$ cat config.mk
export PLATFORM = sky130hd
export DESIGN_NAME = firmware_image_checksum_fixer
export DESIGN_NICKNAME = d
export VERILOG_FILES = /design/src/rtl/fsc_pkg.sv /design/src/rtl/fsc_front.sv /design/src/rtl/fsc_queue.sv /design/src/rtl/fsc_back.sv /design/src/rtl/firmware_image_checksum_fixer.sv
export SDC_FILE = /design/constraint.sdc
export NUM_CORES = 1
export LEC_CHECK = 0
export BUFFER_PORTS_ARGS = -buffer_cell sky130_fd_sc_hd__buf_2
export CORE_MARGIN = 2
export CORE_UTILIZATION = 45
export CTS_CLUSTER_DIAMETER = 80
export DETAILED_ROUTE_END_ITERATION = 16
export PLACE_DENSITY_LB_ADDON = 0.1
export SLEW_MARGIN = 20
export SYNTH_ARGS = -nofsm -noshare
export SYNTH_HDL_FRONTEND = slang
export SYNTH_SLANG_ARGS = --single-unit
$ cat constraint.sdc
create_clock -name clk_i -period 2.6 [get_ports clk_i]
set_clock_uncertainty 0.15 [all_clocks]
set_input_delay 0.13 -clock clk_i [delete_from_list [all_inputs] [get_ports clk_i]]
set_output_delay 0.13 -clock clk_i [all_outputs]
set_load 0.01 [all_outputs]
$ cat src/rtl/fsc_pkg.sv
`default_nettype none

package fsc_pkg;

  localparam logic [7:0] MagicByte    = 8'hE9;
  localparam logic [7:0] ChecksumSeed = 8'hEF;
  localparam logic [4:0] HdrSegCntIdx = 5'd1;
  localparam logic [4:0] HdrHashIdx   = 5'd23;
  localparam logic [2:0] SegHdrLast   = 3'd7;
  localparam logic [3:0] AlignLast    = 4'hF;
  localparam logic [5:0] DigestLen    = 6'd32;

  localparam int unsigned QDepth = 2;
  localparam int unsigned QPtrW  = (QDepth > 1) ? $clog2(QDepth) : 1;
  localparam int unsigned QCntW  = $clog2(QDepth + 1);

  typedef enum logic [2:0] {
    PH_SCAN,
    PH_HEADER,
    PH_SEGHDR,
    PH_SEGDATA,
    PH_PAD,
    PH_DIGEST
  } fsc_phase_e;

  // What the back end does with a byte.
  typedef enum logic [2:0] {
    KIND_PLAIN,
    KIND_MAGIC,
    KIND_HFLAG,
    KIND_DATA,
    KIND_CSUM
  } fsc_kind_e;

  typedef struct packed {
    logic [7:0] data;
    logic       last;
    fsc_kind_e  kind;
    logic       hash;
    logic       trunc;
  } fsc_item_t;

endpackage

`default_nettype wire

$ cat src/rtl/fsc_front.sv
`default_nettype none

module fsc_front (
  input  logic              clk_i,
  input  logic              rst_ni,
  input  logic              in_valid_i,
  output logic              in_ready_o,
  input  logic [7:0]        in_data_i,
  input  logic              in_last_i,
  output logic              push_o,
  output fsc_pkg::fsc_item_t item_o,
  input  logic              full_i
);
  import fsc_pkg::*;

  fsc_phase_e  phase_q, phase_d, phase_nx;
  logic [3:0]  align_q, align_d;
  logic [4:0]  hdr_idx_q, hdr_idx_d;
  logic [7:0]  segs_q, segs_d;
  logic [2:0]  shdr_idx_q, shdr_idx_d;
  logic [31:0] seg_left_q, seg_left_d;
  logic        hash_q, hash_d;
  logic [5:0]  dig_left_q, dig_left_d;
  logic        in_fire;

  assign in_ready_o = !full_i;
  assign in_fire    = in_valid_i && in_ready_o;
  assign push_o     = in_fire;

  // Next state of the parser.
  always_comb begin
    phase_nx   = phase_q;
    align_d    = align_q + 4'd1;
    hdr_idx_d  = hdr_idx_q;
    segs_d     = segs_q;
    shdr_idx_d = shdr_idx_q;
    seg_left_d = seg_left_q;
    hash_d     = hash_q;
    dig_left_d = dig_left_q;
    case (phase_q)
      PH_HEADER: begin
        if (hdr_idx_q == HdrSegCntIdx) begin
          segs_d = in_data_i;
        end
        if (hdr_idx_q == HdrHashIdx) begin
          hash_d = (in_data_i != 8'd0);
        end
        hdr_idx_d = hdr_idx_q + 5'd1;
        if (hdr_idx_q == HdrHashIdx) begin
          if (segs_q == 8'd0) begin
            phase_nx = PH_PAD;
          end else begin
            phase_nx   = PH_SEGHDR;
            shdr_idx_d = 3'd0;
          end
        end
      end
      PH_SEGHDR: begin
        if (shdr_idx_q == 3'd0) begin
          seg_left_d = 32'd0;
        end
        // Size bytes 4..7 land little-endian in their lanes.
        if (shdr_idx_q[2]) begin
          seg_left_d[8*shdr_idx_q[1:0] +: 8] = in_data_i;
        end
        shdr_idx_d = shdr_idx_q + 3'd1;
        if (shdr_idx_q == SegHdrLast) begin
          if (seg_left_d == 32'd0) begin
            segs_d = segs_q - 8'd1;
            phase_nx = (segs_q == 8'd1) ? PH_PAD : PH_SEGHDR;
          end else begin
            phase_nx = PH_SEGDATA;
          end
        end
      end
      PH_SEGDATA: begin
        seg_left_d = seg_left_q - 32'd1;
        if (seg_left_q == 32'd1) begin
          segs_d     = segs_q - 8'd1;
          shdr_idx_d = 3'd0;
          phase_nx   = (segs_q == 8'd1) ? PH_PAD : PH_SEGHDR;
        end
      end
      PH_PAD: begin
        if (align_q == AlignLast) begin
          if (hash_q) begin
            phase_nx   = PH_DIGEST;
            dig_left_d = DigestLen;
          end else begin
            phase_nx = PH_SCAN;
          end
        end
      end
      PH_DIGEST: begin
        dig_left_d = dig_left_q - 6'd1;
        if (dig_left_q == 6'd1) begin
          phase_nx = PH_SCAN;
        end
      end
      default: begin
        phase_nx = PH_SCAN;
        if (align_q == 4'd0 && in_data_i == MagicByte) begin
          phase_nx  = PH_HEADER;
          hdr_idx_d = HdrSegCntIdx;
          segs_d    = 8'd0;
          hash_d    = 1'b0;
        end
      end
    endcase

    phase_d = phase_nx;
    // End of file: start over at position zero.
    if (in_last_i) begin
      phase_d    = PH_SCAN;
      align_d    = 4'd0;
      hdr_idx_d  = 5'd0;
      segs_d     = 8'd0;
      shdr_idx_d = 3'd0;
      seg_left_d = 32'd0;
      hash_d     = 1'b0;
      dig_left_d = 6'd0;
    end
  end

  // Classify the byte for the back end.
  always_comb begin
    item_o.data  = in_data_i;
    item_o.last  = in_last_i;
    item_o.hash  = hash_q;
    item_o.kind  = KIND_PLAIN;
    item_o.trunc = in_last_i && (phase_nx == PH_HEADER || phase_nx == PH_SEGHDR ||
                                 phase_nx == PH_SEGDATA || phase_nx == PH_PAD);
    case (phase_q)
      PH_HEADER: begin
        if (hdr_idx_q == HdrHashIdx) begin
          item_o.kind = KIND_HFLAG;
        end
      end
      PH_SEGHDR: item_o.kind = KIND_PLAIN;
      PH_SEGDATA: item_o.kind = KIND_DATA;
      PH_PAD: begin
        if (align_q == AlignLast) begin
          item_o.kind = KIND_CSUM;
        end
      end
      PH_DIGEST: item_o.kind = KIND_PLAIN;
      default: begin
        if (align_q == 4'd0 && in_data_i == MagicByte) begin
          item_o.kind = KIND_MAGIC;
        end
      end
    endcase
  end

  always_ff @(posedge clk_i or negedge rst_ni) begin
    if (!rst_ni) begin
      phase_q    <= PH_SCAN;
      align_q    <= 4'd0;
      hdr_idx_q  <= 5'd0;
      segs_q     <= 8'd0;
      shdr_idx_q <= 3'd0;
      seg_left_q <= 32'd0;
      hash_q     <= 1'b0;
      dig_left_q <= 6'd0;
    end else if (in_fire) begin
      phase_q    <= phase_d;
      align_q    <= align_d;
      hdr_idx_q  <= hdr_idx_d;
      segs_q     <= segs_d;
      shdr_idx_q <= shdr_idx_d;
      seg_left_q <= seg_left_d;
      hash_q     <= hash_d;
      dig_left_q <= dig_left_d;
    end
  end

  a_digest_needs_hash: assert property (@(posedge clk_i) disable iff (!rst_ni)
    phase_q == PH_DIGEST |-> hash_q)
    else $error("digest phase without hash flag");

  a_segdata_nonzero: assert property (@(posedge clk_i) disable iff (!rst_ni)
    phase_q == PH_SEGDATA |-> seg_left_q != 32'd0)
    else $error("segment data phase with nothing left");

  a_last_restarts: assert property (@(posedge clk_i) disable iff (!rst_ni)
    in_fire && in_last_i |=> phase_q == PH_SCAN && align_q == 4'd0)
    else $error("parser did not restart after last byte");

endmodule

`default_nettype wire

$ cat src/rtl/fsc_queue.sv
`default_nettype none

module fsc_queue (
  input  logic               clk_i,
  input  logic               rst_ni,
  input  logic               push_i,
  input  fsc_pkg::fsc_item_t item_i,
  output logic               full_o,
  input  logic               pop_i,
  output fsc_pkg::fsc_item_t item_o,
  output logic               empty_o
);
  import fsc_pkg::*;

  fsc_item_t        entry_q [QDepth];
  logic [QPtrW-1:0] wr_ptr_q, wr_ptr_d;
  logic [QPtrW-1:0] rd_ptr_q, rd_ptr_d;
  logic [QCntW-1:0] count_q, count_d;
  logic             do_push, do_pop;

  assign full_o  = (count_q == QCntW'(QDepth));
  assign empty_o = (count_q == '0);
  assign do_push = push_i && !full_o;
  assign do_pop  = pop_i && !empty_o;
  assign item_o  = entry_q[rd_ptr_q];

  always_comb begin
    wr_ptr_d = wr_ptr_q;
    rd_ptr_d = rd_ptr_q;
    count_d  = count_q;
    if (do_push) begin
      wr_ptr_d = (wr_ptr_q == QPtrW'(QDepth - 1)) ? '0 : wr_ptr_q + QPtrW'(1);
    end
    if (do_pop) begin
      rd_ptr_d = (rd_ptr_q == QPtrW'(QDepth - 1)) ? '0 : rd_ptr_q + QPtrW'(1);
    end
    if (do_push && !do_pop) begin
      count_d = count_q + QCntW'(1);
    end else if (do_pop && !do_push) begin
      count_d = count_q - QCntW'(1);
    end
  end

  always_ff @(posedge clk_i) begin
    if (do_push) begin
      entry_q[wr_ptr_q] <= item_i;
    end
  end

  always_ff @(posedge clk_i or negedge rst_ni) begin
    if (!rst_ni) begin
      wr_ptr_q <= '0;
      rd_ptr_q <= '0;
      count_q  <= '0;
    end else begin
      wr_ptr_q <= wr_ptr_d;
      rd_ptr_q <= rd_ptr_d;
      count_q  <= count_d;
    end
  end

  a_count_bound: assert property (@(posedge clk_i) disable iff (!rst_ni)
    count_q <= QCntW'(QDepth))
    else $error("queue count beyond depth");

endmodule

`default_nettype wire

$ cat src/rtl/fsc_back.sv
`default_nettype none

module fsc_back (
  input  logic               clk_i,
  input  logic               rst_ni,
  input  logic               regen_i,
  input  logic               empty_i,
  input  fsc_pkg::fsc_item_t item_i,
  output logic               pop_o,
  output logic               out_valid_o,
  input  logic               out_ready_i,
  output logic [7:0]         out_byte_o,
  output logic               image_start_o,
  output logic               checksum_here_o,
  output logic [7:0]         computed_checksum_o,
  output logic               checksum_mismatch_o,
  output logic               hash_present_o,
  output logic               truncated_error_o,
  output logic               last_out_o
);
  import fsc_pkg::*;

  logic       valid_q;
  logic [7:0] csum_q, csum_d;
  logic [7:0] byte_q, byte_d;
  logic       start_q, start_d;
  logic       here_q, here_d;
  logic [7:0] comp_q, comp_d;
  logic       mism_q, mism_d;
  logic       hp_q, hp_d;
  logic       trunc_q, trunc_d;
  logic       last_q;
  logic       take;

  // Advance whenever the output register is free or being drained.
  assign take  = !empty_i && (!valid_q || out_ready_i);
  assign pop_o = take;

  always_comb begin
    byte_d  = item_i.data;
    start_d = 1'b0;
    here_d  = 1'b0;
    comp_d  = 8'd0;
    mism_d  = 1'b0;
    hp_d    = 1'b0;
    trunc_d = item_i.trunc;
    csum_d  = csum_q;
    case (item_i.kind)
      KIND_MAGIC: begin
        start_d = 1'b1;
        csum_d  = ChecksumSeed;
      end
      KIND_HFLAG: begin
        if (regen_i) begin
          byte_d = 8'd0;
        end
      end
      KIND_DATA: csum_d = csum_q ^ item_i.data;
      KIND_CSUM: begin
        here_d = 1'b1;
        comp_d = csum_q;
        mism_d = (item_i.data != csum_q);
        hp_d   = item_i.hash;
        if (regen_i) begin
          byte_d = csum_q;
        end
      end
      default: csum_d = csum_q;
    endcase
    if (item_i.last) begin
      csum_d = ChecksumSeed;
    end
  end

  always_ff @(posedge clk_i or negedge rst_ni) begin
    if (!rst_ni) begin
      valid_q <= 1'b0;
      csum_q  <= ChecksumSeed;
    end else begin
      if (take) begin
        valid_q <= 1'b1;
        csum_q  <= csum_d;
      end else if (out_ready_i) begin
        valid_q <= 1'b0;
      end
    end
  end

  always_ff @(posedge clk_i) begin
    if (take) begin
      byte_q  <= byte_d;
      start_q <= start_d;
      here_q  <= here_d;
      comp_q  <= comp_d;
      mism_q  <= mism_d;
      hp_q    <= hp_d;
      trunc_q <= trunc_d;
      last_q  <= item_i.last;
    end
  end

  assign out_valid_o         = valid_q;
  assign out_byte_o          = byte_q;
  assign image_start_o       = start_q;
  assign checksum_here_o     = here_q;
  assign computed_checksum_o = comp_q;
  assign checksum_mismatch_o = mism_q;
  assign hash_present_o      = hp_q;
  assign truncated_error_o   = trunc_q;
  assign last_out_o          = last_q;

  a_mismatch_at_csum: assert property (@(posedge clk_i) disable iff (!rst_ni)
    valid_q && (mism_q || hp_q) |-> here_q)
    else $error("checksum status outside checksum byte");

  a_start_not_csum: assert property (@(posedge clk_i) disable iff (!rst_ni)
    valid_q |-> !(start_q && here_q))
    else $error("magic byte flagged as checksum byte");

endmodule

`default_nettype wire

$ cat src/rtl/firmware_image_checksum_fixer.sv
`default_nettype none

// Streams a firmware file byte by byte and passes every byte on, one result per
// byte. Images start at 16-byte-aligned 0xE9 magic bytes; the XOR checksum (seed
// 0xEF) over all segment data is compared with the stored checksum byte and, with
// regenerate mode set, written over it while the header hash flag is output as
// zero. Throughput is one byte per clock while the output is not stalled: the
// parser front end and the checksum back end each do one small state update per
// byte, with a two-entry queue between them. Each byte passes through the queue
// and the back-end output register. The mode register should be written only
// while no bytes are in flight; it resets to regenerate mode. An error is flagged
// on the last byte when the file ends inside an image before its checksum.
module firmware_image_checksum_fixer (
  input  logic        clk_i,
  input  logic        rst_ni,
  input  logic        s_axis_tvalid_i,
  output logic        s_axis_tready_o,
  input  logic [7:0]  s_axis_tdata_i,  // [7:0] data_byte
  input  logic        s_axis_tlast_i,
  output logic        m_axis_tvalid_o,
  input  logic        m_axis_tready_i,
  output logic [15:0] m_axis_tdata_o,  // [7:0] out_byte, [15:8] computed_checksum
  output logic [4:0]  m_axis_tuser_o,  // [0] image_start, [1] checksum_here,
                                       // [2] checksum_mismatch, [3] hash_present,
                                       // [4] truncated_error
  output logic        m_axis_tlast_o,
  input  logic        cfg_valid_i,
  output logic        cfg_ready_o,
  input  logic        cfg_data_i       // regenerate_mode
);
  import fsc_pkg::*;

  logic      regen_q;
  logic      push, full, pop, empty;
  fsc_item_t front_item, queue_item;
  logic [7:0] out_byte, comp;
  logic      start, here, mism, hp, trunc;

  assign cfg_ready_o = 1'b1;

  always_ff @(posedge clk_i or negedge rst_ni) begin
    if (!rst_ni) begin
      regen_q <= 1'b1;
    end else if (cfg_valid_i && cfg_ready_o) begin
      regen_q <= cfg_data_i;
    end
  end

  fsc_front u_front (
    .clk_i      (clk_i),
    .rst_ni     (rst_ni),
    .in_valid_i (s_axis_tvalid_i),
    .in_ready_o (s_axis_tready_o),
    .in_data_i  (s_axis_tdata_i),
    .in_last_i  (s_axis_tlast_i),
    .push_o     (push),
    .item_o     (front_item),
    .full_i     (full)
  );

  fsc_queue u_queue (
    .clk_i   (clk_i),
    .rst_ni  (rst_ni),
    .push_i  (push),
    .item_i  (front_item),
    .full_o  (full),
    .pop_i   (pop),
    .item_o  (queue_item),
    .empty_o (empty)
  );

  fsc_back u_back (
    .clk_i               (clk_i),
    .rst_ni              (rst_ni),
    .regen_i             (regen_q),
    .empty_i             (empty),
    .item_i              (queue_item),
    .pop_o               (pop),
    .out_valid_o         (m_axis_tvalid_o),
    .out_ready_i         (m_axis_tready_i),
    .out_byte_o          (out_byte),
    .image_start_o       (start),
    .checksum_here_o     (here),
    .computed_checksum_o (comp),
    .checksum_mismatch_o (mism),
    .hash_present_o      (hp),
    .truncated_error_o   (trunc),
    .last_out_o          (m_axis_tlast_o)
  );

  assign m_axis_tdata_o = {comp, out_byte};
  assign m_axis_tuser_o = {trunc, hp, mism, here, start};

endmodule

`default_nettype wire
==> reports/metrics.yaml <==
vias_per_cell: 5.87
clock_latency_ns: 0.42
min_path_type: "input port to async pin"
period_minus_slack_ns: 2.72
placed_area_sq_um: 8550
die_area_sq_um: 17600
path_clk_slew_ns: 0.06
hold_viol: 0
fin_area_sq_um: 9470
synthSimpleGateAreaFrac_pct: 19.1
synth_top_family_by_area: "compound AO/OA/AOI/OAI gates"
setup_ws_ns: -0.118
critical_path_class: "register to register"
die-width_um: 133
power_leakage_nw: 3.95
crit_path_start_kind: "register"
grt-ovfl-total: 0
syn_inst: 792
synth.avg_cell_area_sq_um: 9.40
worst-endpoint-arrival_ns: 2.90
cts.path.max_buffers: 2
grt_setup_unrepaired: "true"
powerDensity_nw_per_um2: 730
crit_fanout: 8
syn_area_sq_um: 7450
num_vias: 6779
timing.fmax_mhz: 368
io_pins: 40
cts_made_buffers: 17
synthMuxAreaShare_pct: 2.76
antenna_found_initial: 0
antenna_cells: 0
rows: 47
whs_ns: 0.0151
synth-adder-area-share_pct: 3.02
grt_pass1_vias: 6798
maxSlewViolCount: 0
grt_max_degree: 35
cts_tree: "yes"
grt.total_usage_pct: 24.9
core_area_sq_um: 16300
synth_compound_area_share_pct: 23.4
final_cell_mix: "buf_4 (110), o21ai_0 (70), nand2_1 (68), nor2_1 (68), dfrtp_1 (67)"
grt_pass1_wl_mm: 34.7
status: "complete, but fails checks"
synth.distinct_cells: 77
yosysSeqAreaShare_pct: 45.8
syn_to_final_growth_pct: 27.1
initial_core_util_pct: 45.5
ys_async_sr_fraction_pct: 60.3
synth-main-ff-cell: "dfrtp_1"
r2r_start: "u_front.seg_left_q[19]"
violations: "setup timing"
crit_path_end_kind: "register"
ys_ff_latch: 126
finalSetupViolations: 11
relSlewSlack_pct: 50.9
cap_violations: 0
tightest_slew_ns: 0.736
synth_edf_count: 50
cts-root-buf: "clkbuf_16"
htreeDepth: 4
startpoint: "u_front.seg_left_q[19]"
drc: 0
drive_gt1_share_pct: 26.7
routedWlPerCell_um: 18.6
globalplace.congestion: 0.946
routed_wl_mm: 21.5
fp.dieH_um: 133
port_buffers: 38
synth_nets: 825
yosys_warnings: 0
synth_xor_area_share_pct: 1.53
ir_drop_mv: 0.510
required_ns: 2.79
period_share_pct: 105
mostFrequentLayoutCell: "buf_4"
firstDrtPassIters: 5
ant_nets: 0
dpl.hpwl_mm: 15.4
clock_sinks: 126
drt_iter0_markers: 527
nets: 955
registers in the layout, summed over array words and instances (netlist names), 4 cells and up:
| name | count |
|---|---|
| u_back.computed_checksum_o | 8 |
| u_back.out_byte_o | 8 |
| u_front.seg_left_q | 32 |
| u_front.hdr_idx_q | 5 |
| u_front.align_q | 4 |
| u_front.dig_left_q | 6 |
| u_back.csum_q | 8 |
| u_queue.entry_q | 28 |
| u_front.segs_q | 8 |
repair_timing:
action                                  CTS  global route
endpoints found under the hold margin    75             0
gates cloned                              1             0
endpoints found under the setup margin   16            17
buffers inserted                          5             1
hold buffers                              7             0
gates resized for setup                  26            14
pin swaps                                 7             6
final timing paths:
kind                                         end  slack [ns]  cells past startpoint
setup / recovery               u_front.segs_q[5]       -0.12                      7
hold / removal             u_front.dig_left_q[2]        0.02                      2
setup reg to reg               u_front.segs_q[5]       -0.12                      7
hold reg to reg               u_back.out_valid_o        0.34                      2
max in group asynchronous       u_back.csum_q[2]        1.68                      3
min in group clk_i             u_front.segs_q[3]        0.02                      3
critical path: stages, from the launching register on:
cell	delay (ns)
dfrtp_1	0.37
or4_1	0.53
o31a_1	0.30
a2111oi_4	0.36
nand4b_4	0.19
o21a_4	0.27
or2_4	0.30
o21ai_1	0.17
synth_stat cells, types with 17 or more instances:
library cell,number,area [sq um]
ha_1,18,225
dfrtp_1,68,1700
nor2_1,71,267
a22o_1,21,184
o21ai_0,75,375
clkbuf_1,34,128
edfxtp_1,50,1500
nand2_1,70,263
inv_1,25,93.8
o31ai_1,17,128
nor3_1,28,140
a21oi_1,48,240
per-layer routing:
layer  wire (um)  GRT usage, %  vias up
met5           0             0        -
met4         577          10.5        0
met3        1040          5.33       46
met2       10700          42.6      209
met1        9150          30.6     3303
li1            -             -     3221
cells by family (layout without fill, tap and decap cells):
logic type / count (synthesis) / after routing
AO/OA/AOI/OAI: 262 / 263
buffers and inverters: 74 / 216
flip-flops: 126 / 126
XOR/XNOR: 13 / 13
AND/OR/NAND/NOR: 279 / 279
adder cells (fa/ha/maj): 18 / 18
multiplexers: 19 / 19
other: 1 / 1
area by class of cell:
cell class,count,area (sq um)
Inverter,26,97.6
Timing Repair Buffer,158,1140
Sequential cell,126,3410
Fill cell,1429,6880
Clock buffer,18,439
Clock inverter,14,181
Tap cell,220,275
Multi-Input combinational cell,593,3910
through the flow:
step / cells / total power [mW] / setup WS [ns] / setup TNS [ns] / utilization [%]
after floorplan: 792 / 3.87 / -0.00253 / -0.00507 / -
after global placement: 1109 / 4.36 / -0.178 / -1.29 / 52.3
after detailed placement: 1109 / 4.41 / -0.245 / -2.42 / 52.3
after CTS: 1154 / 6.94 / -0.0714 / -0.417 / 57.6
after global routing: 1155 / 7.24 / -0.218 / -2.06 / 57.9
final: 1155 / 6.91 / -0.118 / -0.930 / 57.9
report_power, final:
group / internal [mW] / total, mW / switching, mW
sequential: 2.56 / 2.78 / 0.227
combinational: 0.727 / 1.64 / 0.910
clock: 1.55 / 2.49 / 0.935
total: 4.84 / 6.91 / 2.07
Note: power is estimated with default switching activity, not from simulation.
